**config.mk**
```make
export PLATFORM = sky130hd
export DESIGN_NAME = cdcr_front
export DESIGN_NICKNAME = d
export VERILOG_FILES = /design/src/sv/assert_macros.svh /design/src/sv/cdcr_pkg.sv /design/src/sv/cdcr_front.sv
export SDC_FILE = /design/constraint.sdc
export NUM_CORES = 1
export LEC_CHECK = 0
export BUFFER_PORTS_ARGS = -buffer_cell sky130_fd_sc_hd__clkbuf_2
export CAP_MARGIN = 10
export CORE_MARGIN = 2
export CORE_UTILIZATION = 42
export CTS_CLUSTER_DIAMETER = 150
export DETAILED_ROUTE_END_ITERATION = 10
export GPL_ROUTABILITY_DRIVEN = 0
export PLACE_DENSITY = 0.79
export SLEW_MARGIN = 20
export SYNTH_ARGS = -nofsm -noshare
export SYNTH_HDL_FRONTEND = slang
export SYNTH_SLANG_ARGS = --single-unit
```
**constraint.sdc**
```tcl
create_clock -name clk -period 5.9 [get_ports clk]
set_input_delay 0.295 -clock clk [delete_from_list [all_inputs] [get_ports clk]]
set_output_delay 0.295 -clock clk [all_outputs]
set_load 0.1 [all_outputs]
```
**src/sv/assert_macros.svh**
```systemverilog
// Assertion macros for the RTL of the depthwise convolution block.
// Depends on nothing; included by causal_depthwise_conv_residual.sv, which carries the checks.
`ifndef ASSERT_MACROS_SVH
`define ASSERT_MACROS_SVH

// Same-cycle implication, disabled while reset is asserted.
`define ASSERT_IMPLIES(label, clk, rst_n, ante, cons) \
  label: assert property (@(posedge clk) disable iff (!rst_n) (ante) |-> (cons)) \
    else $error("assertion failed: same-cycle implication");

// Next-cycle implication, disabled while reset is asserted.
`define ASSERT_NEXT(label, clk, rst_n, ante, cons) \
  label: assert property (@(posedge clk) disable iff (!rst_n) (ante) |=> (cons)) \
    else $error("assertion failed: next-cycle implication");

`endif

```
**src/sv/cdcr_pkg.sv**
```systemverilog
// Package of the causal depthwise convolution block: beat types, codes and defaults.
// Depends on nothing; used by every module of the block but cdcr_ram.
package cdcr_pkg;

  localparam int CHANNELS_DEFAULT = 4096;
  localparam int MAX_TAPS_DEFAULT = 4;
  localparam int FIFO_DEPTH       = 4;

  localparam logic [2:0] TAPS_RESET = 3'd4;

  localparam logic FUNC_LOAD   = 1'b0;
  localparam logic FUNC_SAMPLE = 1'b1;

  typedef struct packed {
    logic               func;
    logic [11:0]        channel;
    logic [1:0]         tap;
    logic signed [15:0] value;
    logic               seq_start;
  } in_item_t;

  typedef struct packed {
    logic signed [15:0] result;
    logic [11:0]        out_channel;
    logic               saturated;
  } out_item_t;

  typedef struct packed {
    logic clear_busy;
    logic hist_item_we;
  } back_status_t;

endpackage

```
**src/sv/cdcr_front.sv**
```systemverilog
// Front part: takes input beats, drops out-of-range ones and feeds the command queue.
// Depends on cdcr_pkg.
module cdcr_front #(
  parameter int CHANNELS = cdcr_pkg::CHANNELS_DEFAULT,
  parameter int MAX_TAPS = cdcr_pkg::MAX_TAPS_DEFAULT
) (
  input  logic               clk,
  input  logic               rst_n,
  input  logic               in_valid,
  output logic               in_stall,
  input  cdcr_pkg::in_item_t in_data,
  input  logic               hold,
  input  logic               fifo_full,
  output logic               push,
  output cdcr_pkg::in_item_t push_item,
  output logic               front_busy
);

  logic               occ_r, occ_nxt;
  logic               keep_r;
  cdcr_pkg::in_item_t cmd_r;
  logic               take;
  logic               drain;
  logic               keep_in;

  assign drain    = occ_r && (!keep_r || !fifo_full);
  assign in_stall = hold || (occ_r && !drain);
  assign take     = in_valid && !in_stall;
  assign push     = occ_r && keep_r && !fifo_full;
  assign push_item  = cmd_r;
  assign front_busy = occ_r;

  assign keep_in = (32'(in_data.channel) < 32'(CHANNELS)) &&
                   ((in_data.func == cdcr_pkg::FUNC_SAMPLE) ||
                    (32'(in_data.tap) < 32'(MAX_TAPS)));

  always_comb begin
    occ_nxt = occ_r;
    if (take) begin
      occ_nxt = 1'b1;
    end else if (drain) begin
      occ_nxt = 1'b0;
    end
  end

  always_ff @(posedge clk) begin
    if (!rst_n) begin
      occ_r <= 1'b0;
    end else begin
      occ_r <= occ_nxt;
    end
  end

  always_ff @(posedge clk) begin
    if (take) begin
      cmd_r  <= in_data;
      keep_r <= keep_in;
    end
  end

endmodule

```
**Word level (Yosys, flattened, before mapping)**

Cells that the tools add are included.

- Word-level logic and storage cells: 16
- Input bits: 37
- Output and inout port bits: 35
- Register bits after elaboration: 33

- Multiplexer cells: 2
- Reductions and logical operators: 8

Operators with widths:

| cell | number |
|---|---|
| logical AND 1 bit | 3 |
| zero test 1 bit | 3 |
| 2-to-1 mux 1 bit | 2 |
| nonzero test 2 bit | 1 |
| logical OR 1 bit | 1 |

**Logic depth before layout (Yosys ltp)**

- Depth in word-level cells: 8
- Gate-level depth with buffers: 2
- Depth with buffers taken out: 2

**Worst setup path after synthesis**

Ideal clock, no wire load.

- Path type: register to register
- Start point: register occ_r (netlist: front_busy)
- End point: register cmd_r, in the netlist push_item[0] (enable)
- Arrival: 2.384 ns
- Path buffers: 0
- Stages on the path, launching flop included: 2
- Required time: 5.468 ns
- Period minus slack after synthesis: 2.816 ns
- Setup time: 0.432 ns
- Path slack: 3.084 ns
- Cells stage by stage: dfxtp_1 a21oi_1

- Longest elaborated chain between the ends: 6

RTL lines:

| element | RTL line | source |
|---|---|---|
| start: declaration | cdcr_front.sv:19 | `logic occ_r, occ_nxt;` |
| start signal: assignment | cdcr_front.sv:50 | `occ_r <= occ_nxt;` |
| logical AND 1 bit | cdcr_front.sv:26 | `assign drain = occ_r && (!keep_r \|\| !fifo_full);` |
| zero test 1 bit | cdcr_front.sv:27 | `assign in_stall = hold \|\| (occ_r && !drain);` |
| logical AND 1 bit (*) | cdcr_front.sv:27 |  |
| logical OR 1 bit (*) | cdcr_front.sv:27 |  |
| zero test 1 bit (*) | cdcr_front.sv:28 | `assign take = in_valid && !in_stall;` |
| logical AND 1 bit (*) | cdcr_front.sv:28 |  |
| end signal: assignment | cdcr_front.sv:56 | `cmd_r <= in_data;` |
| end: declaration | cdcr_front.sv:21 | `cdcr_pkg::in_item_t cmd_r;` |

Every way passes the cells marked *; elsewhere a longest branch is shown, timed or not.
A chain may end at the register's enable or synchronous reset.

**Worst setup path after layout**

- Start point: register occ_r (netlist: front_busy)
- End point: output in_stall

- Longest elaborated chain between the ends: 4

RTL lines:

| element | RTL line | source |
|---|---|---|
| logical AND 1 bit | cdcr_front.sv:26 |  |
| zero test 1 bit | cdcr_front.sv:27 |  |
| logical AND 1 bit (*) | cdcr_front.sv:27 |  |
| logical OR 1 bit (*) | cdcr_front.sv:27 |  |
| end: declaration | cdcr_front.sv:10 | `output logic in_stall,` |

Marks and branches as above.

==> key figures <==
Floorplan
  – Die H: 53.46 µm
  – Starting Density: 45.56%
  – Die Area: 0.002857 mm²
  – Die width: 53.46 µm
  – Rows: 17
  – CORE AREA: 0.002255 mm²
  – IO Count: 72

Place
  – Port Buffers: 71
  – Dpl hpwl: 1.616 mm
  – Placed cell area: 0.001429 mm²

Power
  – Comb pwr share: 20.0%
  – Flop pwr share: 53.5%
  – Pleak: 0.6657 nW
  – Peak VDD IR: 235.7 µV
  – Total internal power: 0.3539 mW
  – Clock network fraction of total power: 26.5%
  – Power density cells: 339.2 mW/mm²
  – Sw Pwr: 0.1545 mW
  – Switching part of the total power: 30.39%

Setup path
  – CP max FO: 4
  – CP Class: reg2out
  – CP required: 5.61 ns
  – Reg2reg path depth: 1
  – Startpoint types: register
  – Setup crit end kind: output port
  – Crit path DAT: 1.38 ns

Timing
  – Final setup violating endpoints: 0
  – Unrepaired setup endpoints after global routing: false
  – Clock Skew: 0.01094 ns
  – Relative slew slack: 35.46%
  – Fin. Hold Viols: 0
  – Period utilization: 28.43%
  – Upper clock frequency limit: 0.5962 GHz
  – Final min period: 1.677 ns
  – Max Transition Viols Final: 0
  – Worst-margin pin slew: 0.9659 ns
  – TNS Setup: 0 ns

Synth
  – Seq cells post-synth: 33
  – Synth Cell Area: 0.001027 mm²
  – Synth cell types: 8
  – Syn avg cell area: 26.34 µm²
  – Top_reg_cell synth: edfxtp_1
  – Yosys top cell area share: 93.54%
  – Syn_nets: 76
  – Post-Syn Instances: 39
  – Synth area leaders: edfxtp_1, dfxtp_1, nand2b_4
  – Post-synth EDFFs: 32
  – Area leader, netlist: edfxtp_1
  – Seq/Total Area, Yosys: 95.49%
  – Most common cell in the netlist: edfxtp_1
  – Synth warn: 0
  – Asr flop ratio synth: 0%

Detailed routing
  – Remaining DRCs: 0
  – Vias per cell: 4.466
  – DR WL/cell: 13.74 µm
  – Final WL: 2.006 mm
  – Vias post-DR: 652
  – First DRT Iteration DRCs: 8
  – Pre-antenna DRT Iters: 3
  – Routed Antenna Nets: 0

Run
  – Max Cap Viol: 0

Global routing
  – Total GRT Usage: 14.61%
  – First-pass GRT wire length: 2.628 mm
  – Vias in the first global route: 584
  – Remaining Overflow, GRT: 0
  – Largest net degree at the start of global routing: 33
  – Initial antenna violation count: 0

Finish
  – Area Overhead vs Synth: 45.92%
  – Final nets: 154
  – Final Util: 66.48%
  – Share of layout cells above drive strength 1: 69.49%
  – Number of fill cells: 168
  – Sequential Area: 980.9 µm²
  – Diode count: 0
  – Finished Cell Area: 0.001499 mm²
  – Area of the multi-input gates: 57.56 µm²

Clock network
  – CTS tree: yes
  – Number of setup buffers added after CTS: 0
  – CTS resizes: 0
  – Clock slew at reported path FFs: 0.09 ns
  – Total CTS buffers: 5
  – Root Driver: clkbuf_4
  – # clock sinks: 33
  – Clock Tree Buf Depth: 2
  – Latest clock arrival within the worst-skew pair: 0.32 ns
  – Hold buffer count at cts: 0
  – Htree depth: 2

Worst hold path
  – Worst hold stages: 1
  – Hold Path Class: in2reg

Status
  – Outcome: completed
-- worst paths after layout --
path,from,end,slack (ns)
worst min register to register,front_busy,front_busy,0.56
worst min-delay path,in_data[4],push_item[4],0.14
worst max-delay path,front_busy,in_stall,4.22
worst max register to register,front_busy,push_item[12],4.37
-- logic make-up (layout without fill, tap and decap cells) --
family                 count (synthesis)  in the layout  synth area share, %
flip-flops                            33             33                95.49
AND/OR/NAND/NOR                        4              4                2.923
AO/OA/AOI/OAI                          2              2                1.583
buffers and inverters                  0             79                    0
-- per-layer routing --
| metal | track usage [%] | wire length, µm | vias to the layer above |
|---|---|---|---|
| met2 | 21.81 | 889 | 52 |
| met3 | 9.040 | 275 | 2 |
| li1 | - | - | 309 |
| met4 | 6.410 | 9 | 0 |
| met5 | 0 | 0 | - |
| met1 | 16.54 | 831 | 289 |
-- state kept, by name (all words and copies together) (netlist names) --
signal      cells
front_busy      1
push_item      32
-- layout make-up --
class,count,area share (%)
Clock buffer,7,4.341
Clock inverter,1,0.3339
Multi-Input combinational cell,6,3.840
Sequential cell,33,65.44
Tap cell,28,2.337
Timing Repair Buffer,71,23.71
-- power groups by stage --
stage | combinational [mW] | sequential (mW) | clock (mW)
2_1_floorplan | 0.0103 | 0.347 | 0
3_5_place_dp | 0.102 | 0.278 | 0
3_3_place_gp | 0.101 | 0.277 | 0
5_1_grt | 0.105 | 0.273 | 0.152
6_report | 0.101 | 0.272 | 0.135
4_1_cts | 0.102 | 0.272 | 0.141
-- worst max-delay path: stages (launching register included) --
cell and delay (ns):
dfxtp_1 0.42, nand2_1 0.11, nand2b_1 0.09, clkbuf_2 0.45
-- per-stage QoR --
step | hold slack (ns) | setup WS [ns] | power (mW) | cells
after floorplan | 0.3939 | 3.084 | 0.3568 | 39
after CTS | 0.1228 | 4.194 | 0.5151 | 146
after detailed placement | 0.4736 | 4.226 | 0.3798 | 138
final | 0.1435 | 4.223 | 0.5085 | 146
after global placement | 0.4732 | 4.275 | 0.3778 | 138
after global routing | 0.1102 | 4.135 | 0.5297 | 146
-- placed cells by master, fill, tap and decap left out --
cell type,instances
nand2b_1,1
clkbuf_2,71
a21boi_2,1
a21oi_4,1
nor2b_1,1
clkbuf_8,2
dfxtp_1,1
nand2_1,1
clkinv_2,1
edfxtp_1,32
clkbuf_4,5
nand2b_4,1
Power figures use the tool's default switching activity.
