File: config.mk
export PLATFORM = sky130hd
export DESIGN_NAME = cdcr_fifo
export DESIGN_NICKNAME = d
export VERILOG_FILES = /design/src/sv/assert_macros.svh /design/src/sv/cdcr_pkg.sv /design/src/sv/cdcr_fifo.sv
export SDC_FILE = /design/constraint.sdc
export NUM_CORES = 1
export LEC_CHECK = 0
export BUFFER_PORTS_ARGS = -buffer_cell sky130_fd_sc_hd__buf_2
export CORE_MARGIN = 3
export CORE_UTILIZATION = 44
export CTS_BUF_LIST = sky130_fd_sc_hd__clkbuf_2 sky130_fd_sc_hd__clkbuf_4 sky130_fd_sc_hd__clkbuf_8
export CTS_CLUSTER_SIZE = 8
export DETAILED_ROUTE_END_ITERATION = 16
export MAX_ROUTING_LAYER = met4
export SYNTH_ARGS = -nofsm -noshare
export SYNTH_HDL_FRONTEND = slang
export SYNTH_SLANG_ARGS = --single-unit
File: constraint.sdc
create_clock -name clk -period 4.06 [get_ports clk]
set_input_delay 0.812 -clock clk [delete_from_list [all_inputs] [get_ports clk]]
set_output_delay 0.812 -clock clk [all_outputs]
set_load 0.02 [all_outputs]
File: src/sv/assert_macros.svh
// Assertion macros for the RTL of the depthwise convolution block.
// Depends on nothing; included by causal_depthwise_conv_residual.sv, which carries the checks.
`ifndef ASSERT_MACROS_SVH
`define ASSERT_MACROS_SVH

// Same-cycle implication, disabled while reset is asserted.
`define ASSERT_IMPLIES(label, clk, rst_n, ante, cons) \
  label: assert property (@(posedge clk) disable iff (!rst_n) (ante) |-> (cons)) \
    else $error("assertion failed: same-cycle implication");

// Next-cycle implication, disabled while reset is asserted.
`define ASSERT_NEXT(label, clk, rst_n, ante, cons) \
  label: assert property (@(posedge clk) disable iff (!rst_n) (ante) |=> (cons)) \
    else $error("assertion failed: next-cycle implication");

`endif

File: src/sv/cdcr_pkg.sv
// Package of the causal depthwise convolution block: beat types, codes and defaults.
// Depends on nothing; used by every module of the block but cdcr_ram.
package cdcr_pkg;

  localparam int CHANNELS_DEFAULT = 4096;
  localparam int MAX_TAPS_DEFAULT = 4;
  localparam int FIFO_DEPTH       = 4;

  localparam logic [2:0] TAPS_RESET = 3'd4;

  localparam logic FUNC_LOAD   = 1'b0;
  localparam logic FUNC_SAMPLE = 1'b1;

  typedef struct packed {
    logic               func;
    logic [11:0]        channel;
    logic [1:0]         tap;
    logic signed [15:0] value;
    logic               seq_start;
  } in_item_t;

  typedef struct packed {
    logic signed [15:0] result;
    logic [11:0]        out_channel;
    logic               saturated;
  } out_item_t;

  typedef struct packed {
    logic clear_busy;
    logic hist_item_we;
  } back_status_t;

endpackage

File: src/sv/cdcr_fifo.sv
// Short command queue between the front and back parts of the convolution block.
// Depends on cdcr_pkg.
module cdcr_fifo (
  input  logic              clk,
  input  logic              rst_n,
  input  logic              push,
  input  cdcr_pkg::in_item_t push_item,
  output logic              full,
  input  logic              pop,
  output logic              head_valid,
  output cdcr_pkg::in_item_t head_item
);

  localparam int DEPTH = cdcr_pkg::FIFO_DEPTH;
  localparam int PW    = (DEPTH > 1) ? $clog2(DEPTH) : 1;
  localparam int CW    = $clog2(DEPTH + 1);

  cdcr_pkg::in_item_t mem_r [DEPTH];
  logic [PW-1:0] wr_ptr_r, wr_ptr_nxt;
  logic [PW-1:0] rd_ptr_r, rd_ptr_nxt;
  logic [CW-1:0] cnt_r, cnt_nxt;

  assign full       = (cnt_r == CW'(DEPTH));
  assign head_valid = (cnt_r != '0);
  assign head_item  = mem_r[rd_ptr_r];

  always_comb begin
    wr_ptr_nxt = wr_ptr_r;
    rd_ptr_nxt = rd_ptr_r;
    cnt_nxt    = cnt_r;
    if (push) begin
      wr_ptr_nxt = (wr_ptr_r == PW'(DEPTH - 1)) ? '0 : wr_ptr_r + PW'(1);
    end
    if (pop) begin
      rd_ptr_nxt = (rd_ptr_r == PW'(DEPTH - 1)) ? '0 : rd_ptr_r + PW'(1);
    end
    if (push && !pop) begin
      cnt_nxt = cnt_r + CW'(1);
    end else if (pop && !push) begin
      cnt_nxt = cnt_r - CW'(1);
    end
  end

  always_ff @(posedge clk) begin
    if (!rst_n) begin
      wr_ptr_r <= '0;
      rd_ptr_r <= '0;
      cnt_r    <= '0;
    end else begin
      wr_ptr_r <= wr_ptr_nxt;
      rd_ptr_r <= rd_ptr_nxt;
      cnt_r    <= cnt_nxt;
    end
  end

  always_ff @(posedge clk) begin
    if (push) begin
      mem_r[wr_ptr_r] <= push_item;
    end
  end

endmodule

# After elaboration in Yosys (flattened, before gate mapping)

Memory sizes are Yosys's and may differ from the RTL's. A register that Yosys moved wholly into a read port is not among the register bits.
Index checks and enable logic that the tools add are counted.

Mux-type cells: 8
Reduce and logical (&&, ||, !) cells: 6
Equal/unequal tests: 3
Add/sub/neg operators: 4

Operator list:

| kind                                                                | number |
|---|---|
| 2-bit two-way mux                                                   | 4 |
| 3-bit two-way mux                                                   | 2 |
| 2-bit by 1-bit adder with 2-bit output (second input constant)      | 2 |
| 2-bit equality test (second input constant)                         | 2 |
| 3-bit by 1-bit adder with 3-bit output (second input constant)      | 1 |
| 3-bit equality test (second input constant)                         | 1 |
| 3-bit nonzero test                                                  | 1 |
| 3-bit by 1-bit subtractor with 3-bit output (second input constant) | 1 |
| 1-bit logical AND                                                   | 2 |
| 1-bit zero test                                                     | 2 |
| 1-bit two-way mux                                                   | 2 |
| 2-bit nonzero test                                                  | 1 |

Word-level logic and storage cells: 25
Output and inout port bits: 34
Memories: 1
Flip-flop bits (word level): 7
Input bits: 36
Bits in writable memories: 128

Memories:

| memory | depth | bits a word | rd ports | clocked after Yosys merged registers in | wr ports | RTL line        | RTL |
|---|---|---|---|---|---|---|---|
| mem_r  | 4     | 32          | 1        | 1                                       | 1        | cdcr_fifo.sv:18 | `cdcr_pkg::in_item_t mem_r [DEPTH];` |

# Logic depth before layout (Yosys ltp)

Depth after elaboration: 4
Gate-level depth with buffers: 7
Depth with buffers taken out: 7

# Worst setup path before layout

No wires, ideal clock.

Path kind: input to register
From: in pop
To: reg cnt_r[2]
Cell stages on the path: 7
Data arrival time: 2016 ps
Setup time: 76 ps
Data required time: 3984 ps
Path buffers: 0
Setup slack: 1969 ps
Path through: inv_1 ha_1 inv_1 fa_1 xor2_1 or3_1 a21boi_0

Longest elaborated chain between the ends: 3
Elaborated cells between the ends (all ways): 5
Classes of those cells: 1 x mux; 4 x reduce/logical

Ends and longest elaborated chain:

| item                                                           | RTL line        | RTL |
|---|---|---|
| start: declaration                                             | cdcr_fifo.sv:9  | `input logic pop,` |
| 1-bit zero test                                                | cdcr_fifo.sv:37 | `if (push && !pop) begin` |
| 1-bit logical AND                                              | cdcr_fifo.sv:37 |  |
| 3-bit two-way mux / 2-bit nonzero test (equally long branches) | n/a             |  |
| end signal: assignment                                         | cdcr_fifo.sv:52 | `cnt_r <= cnt_nxt;` |
| end: declaration                                               | cdcr_fifo.sv:21 | `logic [CW-1:0] cnt_r, cnt_nxt;` |

Parallel ways exist; a longest one is shown, timed or not.
A chain may end at the register's enable or synchronous reset.

==> flow_summary.json <==
{
  "clk_pin_slew_ns": 0.07,
  "place_area_um2": 5570,
  "hold_ws_ns": 0.519,
  "pin_count": 70,
  "top_layer_used": "met4",
  "clockRootBuffer": "clkbuf_8",
  "grt_pass1_wl_um": 13800,
  "gp_congestion": 0.695,
  "dp_hpwl_um": 5100,
  "syn_area_um2": 5120,
  "grt_use_total": 0.150,
  "drtIter0Drc": 139,
  "clk_latency_ns": 0.42,
  "p_sw_uw": 715,
  "ir_drop_uv": 207,
  "layout-drive-gt1-share": 0.450,
  "syn_to_final_growth_pct": 17.4,
  "max_stage_delay_ns": 0.76,
  "worst_pin_slew_ns": 0.890,
  "crit_chain": "buf_4 -> mux4_1 -> buf_2",
  "finalWorstSetupSlack_ns": 0.964,
  "final_cell_mix": "edfxtp_1 (128), buf_2 (69), mux4_2 (30)",
  "synth_fp_nets": 254,
  "chipHeight_um": 114,
  "cts_tree": "built",
  "endpoint_kind": "primary output",
  "rsz0062_at_grt": "no",
  "h-tree-depth": 4,
  "wl_met1_um": 3820,
  "setup_tns_ns": 0,
  "grt_pass1_vias": 2508,
  "cts.sinks": 137,
  "yosysWarnings": 0,
  "combPwrFrac": 0.092,
  "num_antenna_cells": 0,
  "viasPerCell": 5.20,
  "grt_start_max_net_pins": 33,
  "critical_path_class": "flop to primary output",
  "synth_edf_count": 128,
  "period_minus_slack_ns": 3.10,
  "vias": 2323,
  "r2r-end": "mem_r[3][18]$_DFFE_PP_",
  "finalSetupViolations": 0,
  "crit_family": "flip-flops",
  "ant_nets": 0,
  "p_int_mw": 2.41,
  "start_util": 0.462,
  "routedWlPerCell_um": 19.4,
  "cp-start-kind": "flop",
  "finalHoldViolCount": 0,
  "ys_seq_elements": 137,
  "maxCapViolations": 0,
  "die_w_um": 114,
  "ys_seq_area_frac": 0.786,
  "wirelength_um": 8680,
  "syn_avg_cell_area_um2": 24.3,
  "critPathRequiredTime_ns": 3.25,
  "worstPathMaxFanout": 19,
  "fin_skew_ns": 0.0138,
  "met3RoutedLength_um": 477,
  "power.total_mw": 3.12,
  "antenna_found_initial": 0,
  "hold_class": "flop to flop",
  "cts_buffer_depth": 2,
  "row_count": 38,
  "r2r-start": "wr_ptr_r[0]$_SDFFE_PN0P_",
  "cts_resized": 0,
  "core_um2": 11100,
  "ctsHoldBuffers": 0,
  "slew_headroom": 0.407,
  "critPathSlowestCell": "dfxtp_2",
  "numPortBuffers": 69,
  "final_common_cell": "edfxtp_1",
  "min_from": "cnt_r[2]$_SDFFE_PN0P_",
  "grt_overflow": 0,
  "wl_met2_um": 4320,
  "min_to": "cnt_r[2]$_SDFFE_PN0P_",
  "status": "finished, final reports clean",
  "post_cts_buffers": 0,
  "r2r_setup_slack_ns": 2.33,
  "min_delay_path_depth": 2,
  "place_ws_ns": 1.31,
  "crit_buf_inv": 2,
  "num-fill-cells": 859,
  "critPathArrivalTime_ns": 2.28,
  "yosysUniqueCellTypes": 22,
  "max_freq_ghz": 0.323,
  "die_area_um2": 13000,
  "synth_cells": 211,
  "r2r_cells": 2,
  "slew_viol_final": 0,
  "pwr-share-seq": 0.529,
  "swShare": 0.229,
  "drtPass1Iterations": 4,
  "drc": 0,
  "async_flop_share": 0,
  "p_per_area_nw_per_um2": 520,
  "numCtsBuffers": 17,
  "leakage_nw": 2.06,
  "fin_area_um2": 6010,
  "fin_crit_sh": 0.763,
  "ys.flop_type": "edfxtp_1",
  "nets": 337,
  "clockPowerShare": 0.379
}
sequential cells by signal, indices dropped and copies added (netlist names), named ones only:
register / count
cnt_r: 3
mem_r: 128
rd_ptr_r: 2
wr_ptr_r: 2
power groups by stage:
| stage | clock [mW] | combinational (mW) | sequential [mW] |
|---|---|---|---|
| after floorplan | 0 | 0.212 | 1.66 |
| after global placement | 0 | 0.291 | 1.68 |
| after detailed placement | 0 | 0.294 | 1.69 |
| after CTS | 1.21 | 0.295 | 1.66 |
| after global routing | 1.28 | 0.314 | 1.66 |
| final | 1.18 | 0.288 | 1.65 |
synth_stat cells, types with 2 or more instances:
cell type | count | area (um2)
buf_12 | 3 | 60.1
mux4_2 | 30 | 676
or3_1 | 2 | 12.5
nor2b_1 | 5 | 31.3
buf_2 | 3 | 15.0
mux4_1 | 2 | 52.6
ha_1 | 6 | 75.1
dfxtp_1 | 9 | 180
inv_1 | 4 | 15.0
edfxtp_1 | 128 | 3840
and2_1 | 5 | 31.3
mux2i_1 | 4 | 40.0
worst reg2reg max path: cells and delay by family (launching register included):
family | cells | cell delay [ns]
flip-flops | 1 | 0.40
AND/OR/NAND/NOR | 1 | 0.74
adder cells (fa/ha/maj) | 1 | 0.19
worst max-delay path by stage:
stage	startpoint	end	slack [ns]	cells past startpoint
CTS	flop	head_item[12]	0.83	3
global placement	flop	head_item[12]	1.34	3
finish	flop	head_item[12]	0.96	3
floorplan	pop	cnt_r[2]$_SDFFE_PN0P_	1.97	7
global route	flop	head_item[12]	0.74	3
detailed placement	flop	head_item[12]	1.31	3
layer usage:
layer | up-vias | global-route usage
met5 | - | -
met4 | 0 | 0.0546
met3 | 6 | 0.0451
met2 | 73 | 0.227
met1 | 1192 | 0.194
li1 | 1052 | -
cells by family (layout without fill, tap and decap cells):
kind of cell / Yosys count / in the layout / synth area share
compound gates: 3 / 3 / 0.00391
xor+xnor: 2 / 2 / 0.00342
fa+ha+maj: 7 / 7 / 0.0186
buf+inv: 11 / 107 / 0.0198
flops: 137 / 137 / 0.786
mux: 36 / 36 / 0.150
simple gates: 15 / 15 / 0.0178
stage by stage:
stage	cells	util
floorplan	211	-
global placement	415	0.503
detailed placement	415	0.503
CTS	447	0.542
global route	447	0.542
finish	447	0.542
layout make-up:
| type | count | area, um2 | share of cell area |
|---|---|---|---|
| well taps | 140 | 175 | 0.0292 |
| multi-input cells | 63 | 997 | 0.166 |
| inverters | 4 | 15.0 | 0.00250 |
| repair buffers | 71 | 360 | 0.0600 |
| flip-flops and latches | 137 | 4030 | 0.670 |
| clock buffers | 17 | 234 | 0.0390 |
| clock inverters | 15 | 199 | 0.0331 |
(Power assumes the default switching activity.)
